### src/hw/rtl/tstd_pkg.sv
// Shared types and constants for the touch swipe/tap detector.
// Used by the controller, datapath, divider and top level; no dependencies.

package tstd_pkg;

  localparam int RAW_W   = 12;            // raw converter reading
  localparam int COORD_W = 12;            // internal screen coordinate (up to 4095)
  localparam int DIV_W   = 2 * RAW_W;     // scaled numerator magnitude
  localparam int SV_W    = DIV_W + 2;     // signed mapped value with headroom
  localparam int CNT_W   = $clog2(DIV_W + 1);
  localparam int NOW_W   = 32;
  localparam int DEB_W   = 16;
  localparam int THR_W   = 9;
  localparam int OX_W    = 9;             // output X field width
  localparam int OY_W    = 8;             // output Y field width
  localparam int S_DATA_W = 56;           // raw_x, raw_y, now_ms
  localparam int M_DATA_W = 40;           // gesture, tap_x, tap_y, cur_x, cur_y
  localparam int CFG_IDX_W  = 3;
  localparam int CFG_DATA_W = 16;

  typedef enum logic [CFG_IDX_W-1:0] {
    REG_RAW_X_MIN  = 3'd0,
    REG_RAW_X_MAX  = 3'd1,
    REG_RAW_Y_MIN  = 3'd2,
    REG_RAW_Y_MAX  = 3'd3,
    REG_FLIP       = 3'd4,
    REG_SWIPE_THR  = 3'd5,
    REG_TAP_LIMIT  = 3'd6,
    REG_DEBOUNCE   = 3'd7
  } cfg_reg_t;

  typedef enum logic [2:0] {
    GEST_NONE  = 3'd0,
    GEST_TAP   = 3'd1,
    GEST_LEFT  = 3'd2,
    GEST_RIGHT = 3'd3,
    GEST_UP    = 3'd4,
    GEST_DOWN  = 3'd5
  } gesture_t;

  localparam logic [RAW_W-1:0] RST_RAW_X_MIN = 12'd200;
  localparam logic [RAW_W-1:0] RST_RAW_X_MAX = 12'd3700;
  localparam logic [RAW_W-1:0] RST_RAW_Y_MIN = 12'd240;
  localparam logic [RAW_W-1:0] RST_RAW_Y_MAX = 12'd3800;
  localparam logic [THR_W-1:0] RST_SWIPE_THR = 9'd30;
  localparam logic [THR_W-1:0] RST_TAP_LIMIT = 9'd30;
  localparam logic [DEB_W-1:0] RST_DEBOUNCE  = 16'd50;

  // controller -> datapath
  typedef struct packed {
    logic load;     // capture the input transfer
    logic start;    // launch both divisions
    logic commit;   // update gesture state and load the output register
  } dp_cmd_t;

  // datapath -> controller
  typedef struct packed {
    logic pen;      // captured pen_down
    logic busy;     // a division is running
  } dp_status_t;

  function automatic logic [COORD_W-1:0] clamp_coord(logic signed [SV_W-1:0] v,
                                                     logic [COORD_W-1:0] hi);
    logic signed [SV_W-1:0] hi_s;
    hi_s = $signed({{(SV_W-COORD_W){1'b0}}, hi});
    if (v < 0)
      return '0;
    else if (v > hi_s)
      return hi;
    else
      return v[COORD_W-1:0];
  endfunction

endpackage

### src/hw/rtl/tstd_divider.sv
// Unsigned restoring divider, one quotient bit per cycle.
// Depends on tstd_pkg for the operand widths.

module tstd_divider (
  input  logic                      clk,
  input  logic                      rst,
  input  logic                      start,
  input  logic [tstd_pkg::DIV_W-1:0] dividend,
  input  logic [tstd_pkg::RAW_W-1:0] divisor,
  output logic                      busy,
  output logic [tstd_pkg::DIV_W-1:0] quotient
);
  import tstd_pkg::*;

  logic [RAW_W-1:0] rem;
  logic [RAW_W-1:0] den;
  logic [DIV_W-1:0] dq;
  logic [CNT_W-1:0] cnt;
  logic [RAW_W:0]   rem_sh;
  logic             fits;

  assign rem_sh = {rem, dq[DIV_W-1]};
  assign fits   = rem_sh >= {1'b0, den};

  always_ff @(posedge clk) begin
    if (rst) begin
      busy <= 1'b0;
      cnt  <= '0;
    end else if (start) begin
      busy <= 1'b1;
      cnt  <= CNT_W'(DIV_W);
    end else if (busy) begin
      cnt <= cnt - 1'b1;
      if (cnt == CNT_W'(1))
        busy <= 1'b0;
    end
  end

  always_ff @(posedge clk) begin
    if (start) begin
      rem <= '0;
      den <= divisor;
      dq  <= dividend;
    end else if (busy) begin
      // dividend shifts out the top as quotient bits shift in below
      rem <= fits ? RAW_W'(rem_sh - {1'b0, den}) : rem_sh[RAW_W-1:0];
      dq  <= {dq[DIV_W-2:0], fits};
    end
  end

  assign quotient = dq;

endmodule

### src/hw/rtl/tstd_datapath.sv
// Datapath: config registers, calibration mapping, gesture state and output register.
// Depends on tstd_pkg and tstd_divider.

module tstd_datapath #(
  parameter int SCREEN_WIDTH  = 320,
  parameter int SCREEN_HEIGHT = 240
) (
  input  logic                           clk,
  input  logic                           rst,
  input  tstd_pkg::dp_cmd_t              cmd,
  output tstd_pkg::dp_status_t           status,
  input  logic [tstd_pkg::S_DATA_W-1:0]  s_tdata,
  input  logic                           s_tuser,
  input  logic                           cfg_write,
  input  logic [tstd_pkg::CFG_IDX_W-1:0] cfg_index,
  input  logic [tstd_pkg::CFG_DATA_W-1:0] cfg_data,
  output logic [tstd_pkg::M_DATA_W-1:0]  m_tdata,
  output logic                           m_tuser
);
  import tstd_pkg::*;

  localparam logic [COORD_W-1:0] W1 = COORD_W'(SCREEN_WIDTH - 1);
  localparam logic [COORD_W-1:0] H1 = COORD_W'(SCREEN_HEIGHT - 1);

  // configuration
  logic [RAW_W-1:0] x_min, x_max, y_min, y_max;
  logic             flip;
  logic [THR_W-1:0] swipe_thr, tap_lim;
  logic [DEB_W-1:0] debounce;

  always_ff @(posedge clk) begin
    if (rst) begin
      x_min     <= RST_RAW_X_MIN;
      x_max     <= RST_RAW_X_MAX;
      y_min     <= RST_RAW_Y_MIN;
      y_max     <= RST_RAW_Y_MAX;
      flip      <= 1'b0;
      swipe_thr <= RST_SWIPE_THR;
      tap_lim   <= RST_TAP_LIMIT;
      debounce  <= RST_DEBOUNCE;
    end else if (cfg_write) begin
      case (cfg_reg_t'(cfg_index))
        REG_RAW_X_MIN: x_min     <= cfg_data[RAW_W-1:0];
        REG_RAW_X_MAX: x_max     <= cfg_data[RAW_W-1:0];
        REG_RAW_Y_MIN: y_min     <= cfg_data[RAW_W-1:0];
        REG_RAW_Y_MAX: y_max     <= cfg_data[RAW_W-1:0];
        REG_FLIP:      flip      <= cfg_data[0];
        REG_SWIPE_THR: swipe_thr <= cfg_data[THR_W-1:0];
        REG_TAP_LIMIT: tap_lim   <= cfg_data[THR_W-1:0];
        REG_DEBOUNCE:  debounce  <= cfg_data[DEB_W-1:0];
        default: ;
      endcase
    end
  end

  // captured poll
  logic             pen_r;
  logic [RAW_W-1:0] rx_r, ry_r;
  logic [NOW_W-1:0] now_r;

  always_ff @(posedge clk) begin
    if (cmd.load) begin
      pen_r <= s_tuser;
      rx_r  <= s_tdata[RAW_W-1:0];
      ry_r  <= s_tdata[2*RAW_W-1:RAW_W];
      now_r <= s_tdata[2*RAW_W+NOW_W-1:2*RAW_W];
    end
  end

  // screen X comes from raw Y, screen Y from raw X
  logic signed [RAW_W:0] num_x, span_x, num_y, span_y;
  logic [RAW_W-1:0]      nmag_x, smag_x, nmag_y, smag_y;
  logic [DIV_W-1:0]      prod_x, prod_y;

  assign num_x  = $signed({1'b0, ry_r}) - $signed({1'b0, y_min});
  assign span_x = $signed({1'b0, y_max}) - $signed({1'b0, y_min});
  assign num_y  = $signed({1'b0, rx_r}) - $signed({1'b0, x_min});
  assign span_y = $signed({1'b0, x_max}) - $signed({1'b0, x_min});

  assign nmag_x = num_x[RAW_W]  ? RAW_W'(-num_x)  : num_x[RAW_W-1:0];
  assign smag_x = span_x[RAW_W] ? RAW_W'(-span_x) : span_x[RAW_W-1:0];
  assign nmag_y = num_y[RAW_W]  ? RAW_W'(-num_y)  : num_y[RAW_W-1:0];
  assign smag_y = span_y[RAW_W] ? RAW_W'(-span_y) : span_y[RAW_W-1:0];

  assign prod_x = DIV_W'(nmag_x * W1);
  assign prod_y = DIV_W'(nmag_y * H1);

  logic neg_x, neg_y, zero_x, zero_y;

  always_ff @(posedge clk) begin
    if (cmd.start) begin
      neg_x  <= num_x[RAW_W] ^ span_x[RAW_W];
      neg_y  <= num_y[RAW_W] ^ span_y[RAW_W];
      zero_x <= (span_x == '0);
      zero_y <= (span_y == '0);
    end
  end

  logic             busy_x, busy_y;
  logic [DIV_W-1:0] q_x, q_y;

  tstd_divider u_div_x (
    .clk      (clk),
    .rst      (rst),
    .start    (cmd.start),
    .dividend (prod_x),
    .divisor  (smag_x),
    .busy     (busy_x),
    .quotient (q_x)
  );

  tstd_divider u_div_y (
    .clk      (clk),
    .rst      (rst),
    .start    (cmd.start),
    .dividend (prod_y),
    .divisor  (smag_y),
    .busy     (busy_y),
    .quotient (q_y)
  );

  assign status.pen  = pen_r;
  assign status.busy = busy_x | busy_y;

  // signed, truncated-toward-zero quotients; a zero span gives a zero quotient
  logic signed [SV_W-1:0] qs_x, qs_y, xv, yv;
  logic [COORD_W-1:0]     map_x, map_y, cx, cy;

  assign qs_x = zero_x ? '0 : (neg_x ? -$signed({2'b00, q_x}) : $signed({2'b00, q_x}));
  assign qs_y = zero_y ? '0 : (neg_y ? -$signed({2'b00, q_y}) : $signed({2'b00, q_y}));
  assign xv = flip ? $signed({{(SV_W-COORD_W){1'b0}}, W1}) - qs_x : qs_x;
  assign yv = flip ? qs_y : $signed({{(SV_W-COORD_W){1'b0}}, H1}) - qs_y;
  assign map_x = clamp_coord(xv, W1);
  assign map_y = clamp_coord(yv, H1);
  assign cx = pen_r ? map_x : '0;
  assign cy = pen_r ? map_y : '0;

  // gesture state
  logic               held;
  logic [COORD_W-1:0] start_x, start_y, last_x, last_y;
  logic [NOW_W-1:0]   last_ev;

  logic signed [COORD_W:0] dx, dy;
  logic [COORD_W-1:0]      ax, ay;
  logic [COORD_W+1:0]      ax2, ay2, ax3, ay3;
  logic                    debounced;
  gesture_t                gest_cls, gest;

  assign dx  = $signed({1'b0, last_x}) - $signed({1'b0, start_x});
  assign dy  = $signed({1'b0, last_y}) - $signed({1'b0, start_y});
  assign ax  = dx[COORD_W] ? COORD_W'(-dx) : dx[COORD_W-1:0];
  assign ay  = dy[COORD_W] ? COORD_W'(-dy) : dy[COORD_W-1:0];
  // 10a > 15b reduces to 2a > 3b
  assign ax2 = {1'b0, ax, 1'b0};
  assign ay2 = {1'b0, ay, 1'b0};
  assign ax3 = ax2 + {2'b00, ax};
  assign ay3 = ay2 + {2'b00, ay};
  assign debounced = (now_r - last_ev) >= {{(NOW_W-DEB_W){1'b0}}, debounce};

  always_comb begin
    if (ax > {{(COORD_W-THR_W){1'b0}}, swipe_thr} && ax2 > ay3)
      gest_cls = dx[COORD_W] ? GEST_LEFT : GEST_RIGHT;
    else if (ay > {{(COORD_W-THR_W){1'b0}}, swipe_thr} && ay2 > ax3)
      gest_cls = dy[COORD_W] ? GEST_UP : GEST_DOWN;
    else if (ax < {{(COORD_W-THR_W){1'b0}}, tap_lim} &&
             ay < {{(COORD_W-THR_W){1'b0}}, tap_lim})
      gest_cls = GEST_TAP;
    else
      gest_cls = GEST_NONE;
  end

  assign gest = (!pen_r && held) ? gest_cls : GEST_NONE;

  always_ff @(posedge clk) begin
    if (rst) begin
      held    <= 1'b0;
      start_x <= '0;
      start_y <= '0;
      last_x  <= '0;
      last_y  <= '0;
      last_ev <= '0;
    end else if (cmd.commit) begin
      if (pen_r && !held) begin
        if (debounced) begin
          start_x <= cx;
          start_y <= cy;
          last_x  <= cx;
          last_y  <= cy;
          held    <= 1'b1;
          last_ev <= now_r;
        end
      end else if (pen_r) begin
        last_x <= cx;
        last_y <= cy;
      end else if (held) begin
        held    <= 1'b0;
        last_ev <= now_r;
      end
    end
  end

  // output register
  always_ff @(posedge clk) begin
    if (cmd.commit) begin
      m_tdata <= {3'b000,
                  cy[OY_W-1:0],
                  cx[OX_W-1:0],
                  (gest == GEST_TAP) ? start_y[OY_W-1:0] : {OY_W{1'b0}},
                  (gest == GEST_TAP) ? start_x[OX_W-1:0] : {OX_W{1'b0}},
                  gest};
      m_tuser <= pen_r;
    end
  end

endmodule

### src/hw/rtl/tstd_ctrl.sv
// Controller state machine: input/output handshakes and datapath sequencing.
// Depends on tstd_pkg for the command and status structs.

module tstd_ctrl (
  input  logic                 clk,
  input  logic                 rst,
  input  logic                 s_tvalid,
  output logic                 s_tready,
  output logic                 m_tvalid,
  input  logic                 m_tready,
  output tstd_pkg::dp_cmd_t    cmd,
  input  tstd_pkg::dp_status_t status
);
  import tstd_pkg::*;

  typedef enum logic [3:0] {
    ST_IDLE = 4'b0001,
    ST_MAP  = 4'b0010,
    ST_DIV  = 4'b0100,
    ST_UPD  = 4'b1000
  } state_t;

  state_t state, state_next;
  logic   out_free;

  assign s_tready = (state == ST_IDLE);
  assign out_free = !m_tvalid || m_tready;

  always_comb begin
    state_next = state;
    cmd        = '0;
    case (state)
      ST_IDLE: begin
        if (s_tvalid) begin
          cmd.load   = 1'b1;
          state_next = ST_MAP;
        end
      end
      ST_MAP: begin
        // a released pen needs no mapping
        if (status.pen) begin
          cmd.start  = 1'b1;
          state_next = ST_DIV;
        end else begin
          state_next = ST_UPD;
        end
      end
      ST_DIV: begin
        if (!status.busy)
          state_next = ST_UPD;
      end
      ST_UPD: begin
        if (out_free) begin
          cmd.commit = 1'b1;
          state_next = ST_IDLE;
        end
      end
      default: state_next = ST_IDLE;
    endcase
  end

  always_ff @(posedge clk) begin
    if (rst) begin
      state    <= ST_IDLE;
      m_tvalid <= 1'b0;
    end else begin
      state <= state_next;
      if (cmd.commit)
        m_tvalid <= 1'b1;
      else if (m_tready)
        m_tvalid <= 1'b0;
    end
  end

endmodule

### src/hw/rtl/touch_swipe_tap_detector_core.sv
// Top level of the touch swipe/tap detector: controller plus datapath.
// Depends on tstd_pkg, tstd_ctrl, tstd_datapath and tstd_divider.
//
// Usage:
//  - Slave stream takes one touch poll per transfer: pen_down on s_tuser,
//    raw_x, raw_y and now_ms in s_tdata.
//  - Master stream gives exactly one result per poll: pressed on m_tuser,
//    gesture, tap point and current point in m_tdata.
//  - Config channel writes calibration, flip, thresholds and debounce time by
//    index; it is always ready. The user must write it only while no poll is
//    in flight; the block itself does not enforce this.
//  - A pressed poll passes capture, launch, the two bit-serial dividers (one
//    per screen axis, run side by side) and update before its result is valid.
//    A released poll skips launch and the dividers. One poll is in flight at
//    a time; the next is taken from the cycle after the result is loaded.
//  - A result waiting in the output register does not block the next poll;
//    only the update of that next poll waits while the receiver stalls.
//  - Reset (synchronous) restores the register defaults, clears the press
//    state and the event time, and empties the output register.

module touch_swipe_tap_detector_core #(
  parameter int SCREEN_WIDTH  = 320,
  parameter int SCREEN_HEIGHT = 240
) (
  input  logic                            clk,
  input  logic                            rst,
  input  logic                            s_tvalid,
  output logic                            s_tready,
  input  logic [tstd_pkg::S_DATA_W-1:0]   s_tdata,   // raw_x[11:0] raw_y[23:12] now_ms[55:24]
  input  logic                            s_tuser,   // pen_down
  output logic                            m_tvalid,
  input  logic                            m_tready,
  output logic [tstd_pkg::M_DATA_W-1:0]   m_tdata,   // gesture[2:0] tap_x[11:3] tap_y[19:12]
                                                     // cur_x[28:20] cur_y[36:29]
  output logic                            m_tuser,   // pressed
  input  logic                            cfg_valid,
  output logic                            cfg_ready,
  input  logic [tstd_pkg::CFG_IDX_W-1:0]  cfg_index,
  input  logic [tstd_pkg::CFG_DATA_W-1:0] cfg_data
);
  import tstd_pkg::*;

  dp_cmd_t    cmd;
  dp_status_t status;

  assign cfg_ready = 1'b1;

  tstd_ctrl u_ctrl (
    .clk      (clk),
    .rst      (rst),
    .s_tvalid (s_tvalid),
    .s_tready (s_tready),
    .m_tvalid (m_tvalid),
    .m_tready (m_tready),
    .cmd      (cmd),
    .status   (status)
  );

  tstd_datapath #(
    .SCREEN_WIDTH  (SCREEN_WIDTH),
    .SCREEN_HEIGHT (SCREEN_HEIGHT)
  ) u_dp (
    .clk       (clk),
    .rst       (rst),
    .cmd       (cmd),
    .status    (status),
    .s_tdata   (s_tdata),
    .s_tuser   (s_tuser),
    .cfg_write (cfg_valid & cfg_ready),
    .cfg_index (cfg_index),
    .cfg_data  (cfg_data),
    .m_tdata   (m_tdata),
    .m_tuser   (m_tuser)
  );

endmodule

### config.mk
export PLATFORM = sky130hd
export DESIGN_NAME = touch_swipe_tap_detector_core
export DESIGN_NICKNAME = d
export VERILOG_FILES = /design/src/hw/rtl/tstd_pkg.sv /design/src/hw/rtl/tstd_divider.sv /design/src/hw/rtl/tstd_datapath.sv /design/src/hw/rtl/tstd_ctrl.sv /design/src/hw/rtl/touch_swipe_tap_detector_core.sv
export SDC_FILE = /design/constraint.sdc
export NUM_CORES = 1
export LEC_CHECK = 0
export ABC_AREA = 1
export CELL_PAD_IN_SITES_DETAIL_PLACEMENT = 0
export CELL_PAD_IN_SITES_GLOBAL_PLACEMENT = 1
export CORE_UTILIZATION = 38
export CTS_CLUSTER_DIAMETER = 60
export DETAILED_ROUTE_END_ITERATION = 8
export DONT_BUFFER_PORTS = 1
export PLACE_DENSITY = 0.74
export SYNTH_ARGS = -nofsm -noshare
export SYNTH_HDL_FRONTEND = slang
export SYNTH_SLANG_ARGS = --single-unit
### constraint.sdc
create_clock -name clk -period 12.05 [get_ports clk]
set_input_delay 1.8075 -clock clk [delete_from_list [all_inputs] [get_ports clk]]
set_output_delay 1.8075 -clock clk [all_outputs]
set_load 0.005 [all_outputs]
==> results of run 1 <==
-- where the power goes --
| group | total (mW) | internal, mW | switching (mW) |
|---|---|---|---|
| clock | 1.62 | 0.969 | 0.652 |
| combinational | 7.97 | 3.34 | 4.63 |
| sequential | 1.51 | 1.44 | 0.0679 |
| total | 11.1 | 5.76 | 5.35 |
-- final cells by class --
type | count | area [sq um] | area share
Clock inverter | 33 | 365 | 0.0109
Multi-Input combinational cell | 2799 | 18300 | 0.547
Timing Repair Buffer | 15 | 113 | 0.00336
Sequential cell | 376 | 9170 | 0.273
Inverter | 727 | 2730 | 0.0814
Tap cell | 1050 | 1310 | 0.0392
Clock buffer | 71 | 1510 | 0.0449
-- per-stage QoR --
stage	instances	hold slack [ns]	setup slack, ns	area (sq um)
6_report	5071	0.442	3.92	33500
3_3_place_gp	4967	0.432	3.93	31700
4_1_cts	5071	0.446	3.84	33500
2_1_floorplan	3993	0.422	4.74	30600
3_5_place_dp	4967	0.434	3.84	31700
5_1_grt	5071	0.457	2.97	33500
-- state kept, by name, summed over array words and instances, names as in the netlist, 16 cells and up --
| register | cells |
|---|---|
| u_dp.now_r | 32 |
| u_dp.debounce | 16 |
| u_dp.u_div_y.quotient | 24 |
| u_dp.u_div_x.quotient | 24 |
| u_dp.m_tdata | 37 |
| u_dp.last_ev | 32 |
-- routing by layer --
| layer | GRT usage | share of wire |
|---|---|---|
| met1 | 0.253 | 0.48 |
| met2 | 0.319 | 0.46 |
| met3 | 0.0270 | 0.039 |
| met4 | 0.0429 | 0.018 |
| met5 | 0 | 0.00060 |
-- worst reg2reg max path, delay by kind of cell, from the launching register on --
| kind | cells | cell delay (ns) |
|---|---|---|
| AO/OA/AOI/OAI | 18 | 3.07 |
| adder cells (fa/ha/maj) | 7 | 2.77 |
| AND/OR/NAND/NOR | 8 | 0.68 |
| XOR/XNOR | 2 | 0.66 |
| flip-flops | 1 | 0.36 |
| buffers and inverters | 3 | 0.34 |
-- worst max path at each step --
stage / cells after the start / from / end / slack [ns]
global placement: 38 / u_dp.rx_r[0] / u_dp.u_div_y.quotient[18] / 3.93
finish: 38 / u_dp.rx_r[0] / u_dp.u_div_y.quotient[18] / 3.92
CTS: 38 / u_dp.rx_r[0] / u_dp.u_div_y.quotient[18] / 3.84
detailed placement: 38 / u_dp.rx_r[0] / u_dp.u_div_y.quotient[18] / 3.84
global route: 38 / u_dp.rx_r[0] / u_dp.u_div_y.quotient[18] / 2.97
floorplan: 39 / u_dp.rx_r[0] / u_dp.u_div_y.quotient[18] / 4.74
-- cells by family (layout without fill, tap and decap cells) --
logic type	after synthesis	in the layout
other	2	4
AOI/OAI and AO/OA	723	723
adders and majority gates	427	427
and+or+nand+nor	1422	1422
DFF	376	376
buffers and inverters	818	846
xor gates and xnor gates	223	223
-- cells in the final DEF (no fill, tap or decap), drive strengths merged, types with 2 or more instances in the layout --
cell / instances
inv: 741
nand2: 725
a21oi: 339
nor2: 333
ha: 328
o21ai: 263
nand3: 225
dfxtp: 212
edfxtp: 164
xor2: 151
fa: 99
xnor2: 72
clkbuf: 71
nor3: 50
nand4: 37
o21bai: 37
o211ai: 19
clkinv: 16
buf: 15
nor4: 14
or2: 14
nand3b: 14
a211oi: 9
a31oi: 8
o31ai: 8
o221ai: 7
a22oi: 7
a21o: 6
o22ai: 6
and2: 5
conb: 4
a221oi: 3
a32o: 3
bufinv: 3
or3: 2
a21boi: 2
==> summary.txt, run 1 <==
actual slew at the worst max-slew pin = 1.06 ns
CP max FO = 13
final setup TNS = 0 ns
hold path startpoint = u_dp.last_x[9]
top post-synthesis cells by count = inv_1 (695), nand2_1 (692), a21oi_1 (335)
Hold Path Depth = 2
Post-CTS Setup Bufs = 0
final core utilization = 0.423
CTS resizes = 0
reg2reg end = u_dp.u_div_y.quotient[18]
leak pwr = 15.5 nW
Top FF cell, synth = dfxtp_1
GR Overflow Total = 0
Starting Density = 0.386
# fillers = 8146
CP max-delay cell = a21oi_1
largest net degree at the start of global routing = 99
IO Pins = 125
pwr dens = 331 nW/um^2
minimum clock period = 8.13 ns
post-synthesis sequential area ratio = 0.300
post-synthesis mux area share = 0
final setup fails = 0
CP arrival = 8.48 ns
maxcap violations = 0
FMAX = 0.123 GHz
Post-Syn Instances = 3991
final hold vios = 0
die height = 286 um
vias in the first global route = 23.9k
status = completed
count of final max-slew check failures = 0
number of flops mapped to enable cells by yosys = 164
DIE AREA = 81600 sq um
total CTS buffers = 55
Hold/Removal Path Class = flop to flop
Synth Area in Adders = 0.199
top-area cell type share of the netlist area = 0.161
clk_skew = 0.0294 ns
largest family of logic cells by synthesized area = simple AND/OR/NAND/NOR gates
Tcrit/Tclk final = 0.675
total power = 11.1 mW
antenna violations before repair = 3
Critical Path RT = 12.39 ns
Die Wd = 286 um
RSZ-0062 raised after global routing = no
Post-synth ARST share = 0
DRC viols = 0
R2R depth = 38
post-synthesis simple-gate area fraction = 0.205
Ant. Diodes = 0
Yosys top cell by area = edfxtp_1
WP buf/inv = 3
ratio of cells with drive above 1 in the final layout = 0.0607
Root Buffer = clkbuf_16
count leader, synth = inv_1
Synth area leaders = edfxtp_1 (16%), dfxtp_1 (14%), ha_1 (13%), inv_1 (8.5%), nand2_1 (8.5%)
clk buf depth = 3
Clock Sinks = 376
Post-Synth XOR/XNOR Area = 0.0641
Crit path max-delay family = compound AO/OA/AOI/OAI gates
Netlist Area Pre-Place = 30600 sq um
Via density = 4.83
maximum vdd ir drop = 0.454 mV
post-route ant nets = 0
Clk pin slew, worst setup/hold paths = 0.06 ns
CTS tree = built
area grow syn2layout = 9.62%
Port Buffers = 0
worst skew pair latency = 0.62 ns
first-pass GRT wire length = 125000 um
hpwl dp = 59800 um
post-synth cell types = 67
drt total wl = 76400 um
Core ar. = 79300 sq um
compound-cell area share of the yosys netlist = 0.130
startpoint types = flop
FF-to-FF Start = u_dp.rx_r[0]
synth warn = 0
reg2reg setup slack = 3.92 ns
CTS Hold Buffers Added = 0
Setup Crit Path Kind = flop to flop
syn avg cell area = 7.66 sq um
hold endpoint = u_dp.last_x[9]
#FFs+latches synth = 376
# rows = 103
drt initial violations = 1114
Routed wire per std cell = 15.1 um
Via Count = 24.5k
gp weighted congestion = 0.857
Total GRT Usage = 0.189
Slew Limit Headroom = 0.293
most used cell, CP = a21oi_1
first-pass iteration count of the detailed router = 7
nets = 4482
CTS H-tree depth = 2
CP endpoint kind = flop
CP max stage delay = 0.69 ns
No activity file was read; power rests on OpenSTA's default activity.
==> run 2: changes to the inputs <==
==> constraint.sdc (replaced) <==
create_clock -name clk -period 7.5 [get_ports clk]
set_input_delay 1.125 -clock clk [delete_from_list [all_inputs] [get_ports clk]]
set_output_delay 1.125 -clock clk [all_outputs]
set_load 0.005 [all_outputs]
==> run 2 against run 1 <==
Net effect: sequential cell count is the same; highest routed layer unchanged; critical path type unchanged; global-route usage up 0.16 points; hold slack improved by 0.0012 ns; largest cell class unchanged; maximum frequency grew 17%.
==> summary.txt, run 2 (same netlist as run 1, synthesis figures left out) <==
CTS Hold Buffers Added = 0 (unchanged)
Crit path max-delay family = adder cells
Clk pin slew, worst setup/hold paths = 0.05 ns (about the same)
hold endpoint = u_dp.start_y[11]
IO Pins = 125 (unchanged)
largest net degree at the start of global routing = 64 (-35%)
hpwl dp = 60500 um (+1.1%)
startpoint types = flop
Routed wire per std cell = 15.2 um (+1.1%)
CP max-delay cell = fa_1
gp weighted congestion = 0.858 (+0.14%)
CP max stage delay = 0.55 ns (-0.14 ns)
hold path startpoint = u_dp.start_y[11]
antenna violations before repair = 3 (unchanged)
# fillers = 8200 (+0.66%)
Multi-input gate area = 18500 sq um (+1.1%)
max FFs per register = 37 (unchanged)
status = completed
first-pass iteration count of the detailed router = 5 (-2)
first-pass GRT wire length = 126000 um (+0.73%)
Biggest register = u_dp.m_tdata
area grow syn2layout = 10.7%
reg2reg end = u_dp.u_div_x.quotient[18]
R2R depth = 41 (+7.9%)
drt total wl = 77600 um (+1.5%)
clk buf depth = 3 (unchanged)
CP max FO = 8 (-5)
Die Wd = 286 um (unchanged)
Starting Density = 0.386 (unchanged)
drt initial violations = 1224 (+9.9%)
Total GRT Usage = 0.190 (+0.00158)
count of final max-slew check failures = 0 (unchanged)
minimum clock period = 6.97 ns (-1.16 ns)
most frequent cells in the layout = inv_1 (692), nand2_1 (691), a21oi_1 (328), ha_1 (321), nor2_1 (306)
GR Overflow Total = 0 (unchanged)
FF-to-FF Start = u_dp.ry_r[0]
CTS tree = built
final hold vios = 0 (unchanged)
met3 demand-to-capacity share in global routing = 0.0307 (+0.00375)
reg2reg setup slack = 0.53 ns (-3.39 ns)
register area = 9170 sq um (unchanged)
Port Buffers = 0 (unchanged)
total CTS buffers = 50 (-9.1%)
Setup Crit Path Kind = flop to flop
DIE AREA = 81600 sq um (unchanged)
placed cell count = 4987 (+0.40%)
Via Count = 24.8k (+1.3%)
most common cell after layout, fill and taps aside = inv_1
Tcrit/Tclk final = 0.930 (+0.255)
Hold/Removal Path Class = flop to flop
ratio of cells with drive above 1 in the final layout = 0.0745 (+0.0138)
Clock Sinks = 376 (unchanged)
FMAX = 0.143 GHz (+17%)
biggest regs = u_dp.m_tdata x37, u_dp.last_ev x32, u_dp.now_r x32
Critical Path RT = 7.80 ns (-4.59 ns)
Hold Path Depth = 2 (unchanged)
worst skew pair latency = 0.62 ns (about the same)
maxcap violations = 0 (unchanged)
Via density = 4.87 (+0.88%)
clk_skew = 0.0484 ns (+0.0189 ns)
final setup fails = 0 (unchanged)
actual slew at the worst max-slew pin = 1.11 ns (+0.0479 ns)
Slew Limit Headroom = 0.261 (-0.0319)
most used cell, CP = nand2_1
WP buf/inv = 6 (+3)
DRC viols = 0 (unchanged)
met1 usage = 0.253 (about the same)
busiest grt layer = met2
Cell Count, Final, Fillers Out = 5093 (+0.43%)
die height = 286 um (unchanged)
nets = 4509 (+0.60%)
vias in the first global route = 24.2k (+1.2%)
CTS H-tree depth = 2 (unchanged)
CP arrival = 7.27 ns (-1.21 ns)
Root Buffer = clkbuf_16
Core ar. = 79300 sq um (unchanged)
# rows = 103 (unchanged)
global-route track usage on met2 = 0.322 (+0.00249)
CP endpoint kind = flop
post-route ant nets = 0 (unchanged)
-- run 2: changes by cell type in the layout (fill, tap and decap cells not counted), moves of 8 or more --
cell	change
o21ai_0	-9
xor2_2	+9
clkinv_2	+8
xor2_1	-9
buf_4	+29
-- run 2: worst register-to-register path, delay by kind of cell (launching register included) --
family | cells | cell delay (ns)
XOR/XNOR | 2 | 0.40
AND/OR/NAND/NOR | 13 | 1.05
AO/OA/AOI/OAI | 13 | 1.60
buffers and inverters | 6 | 0.49
adder cells (fa/ha/maj) | 7 | 2.76
flip-flops | 1 | 0.36
-- run 2: worst max path at each step --
stage,cells past startpoint,startpoint,slack (ns),to
3_3_place_gp,43,u_dp.ry_r[0],0.15,u_dp.u_div_x.quotient[18]
5_1_grt,43,u_dp.ry_r[0],-0.04,u_dp.u_div_x.quotient[18]
2_1_floorplan,39,u_dp.rx_r[0],0.19,u_dp.u_div_y.quotient[18]
6_report,41,u_dp.ry_r[0],0.53,u_dp.u_div_x.quotient[18]
3_5_place_dp,41,u_dp.ry_r[0],0.07,u_dp.u_div_x.quotient[18]
4_1_cts,41,u_dp.ry_r[0],0.02,u_dp.u_div_x.quotient[18]
-- run 2: routing by layer --
metal,wire [um],up-vias
li1,-,13000
met1,37600,11400
met2,35300,349
met3,3070,99
met4,1660,4
met5,27,-
-- run 2: timing repair --
item                                   CTS  global route
gates resized for setup                  0            47
setup buffers                            0            11
endpoints found under the hold margin    0             0
setup endpoints to repair                0            10
-- run 2: layout make-up --
cell class                 instances  share of cell area
inverter                         727              0.0807
antenna                            1           0.0000739
timing repair buffer              47              0.0105
sequential                       376               0.271
clock buffer                      56              0.0376
tap                             1050              0.0388
multi-input combinational       2799               0.547
clock inverter                    37              0.0142
-- run 2: per-stage QoR --
step                      TNS, ns  cell area [sq um]  setup slack [ns]  hold slack, ns   util
after global routing      -0.0359              33800           -0.0359           0.460  0.427
after floorplan                 0              30600             0.190           0.422      -
after detailed placement        0              31800            0.0695           0.435  0.401
final                           0              33900             0.526           0.444  0.427
after global placement          0              31800             0.150           0.433  0.401
after CTS                       0              33600            0.0247           0.444  0.423
Power of run 2 is left out: the tool's default activity adds up to more than one toggle a clock period on the data nets, which glitch-free logic cannot reach.
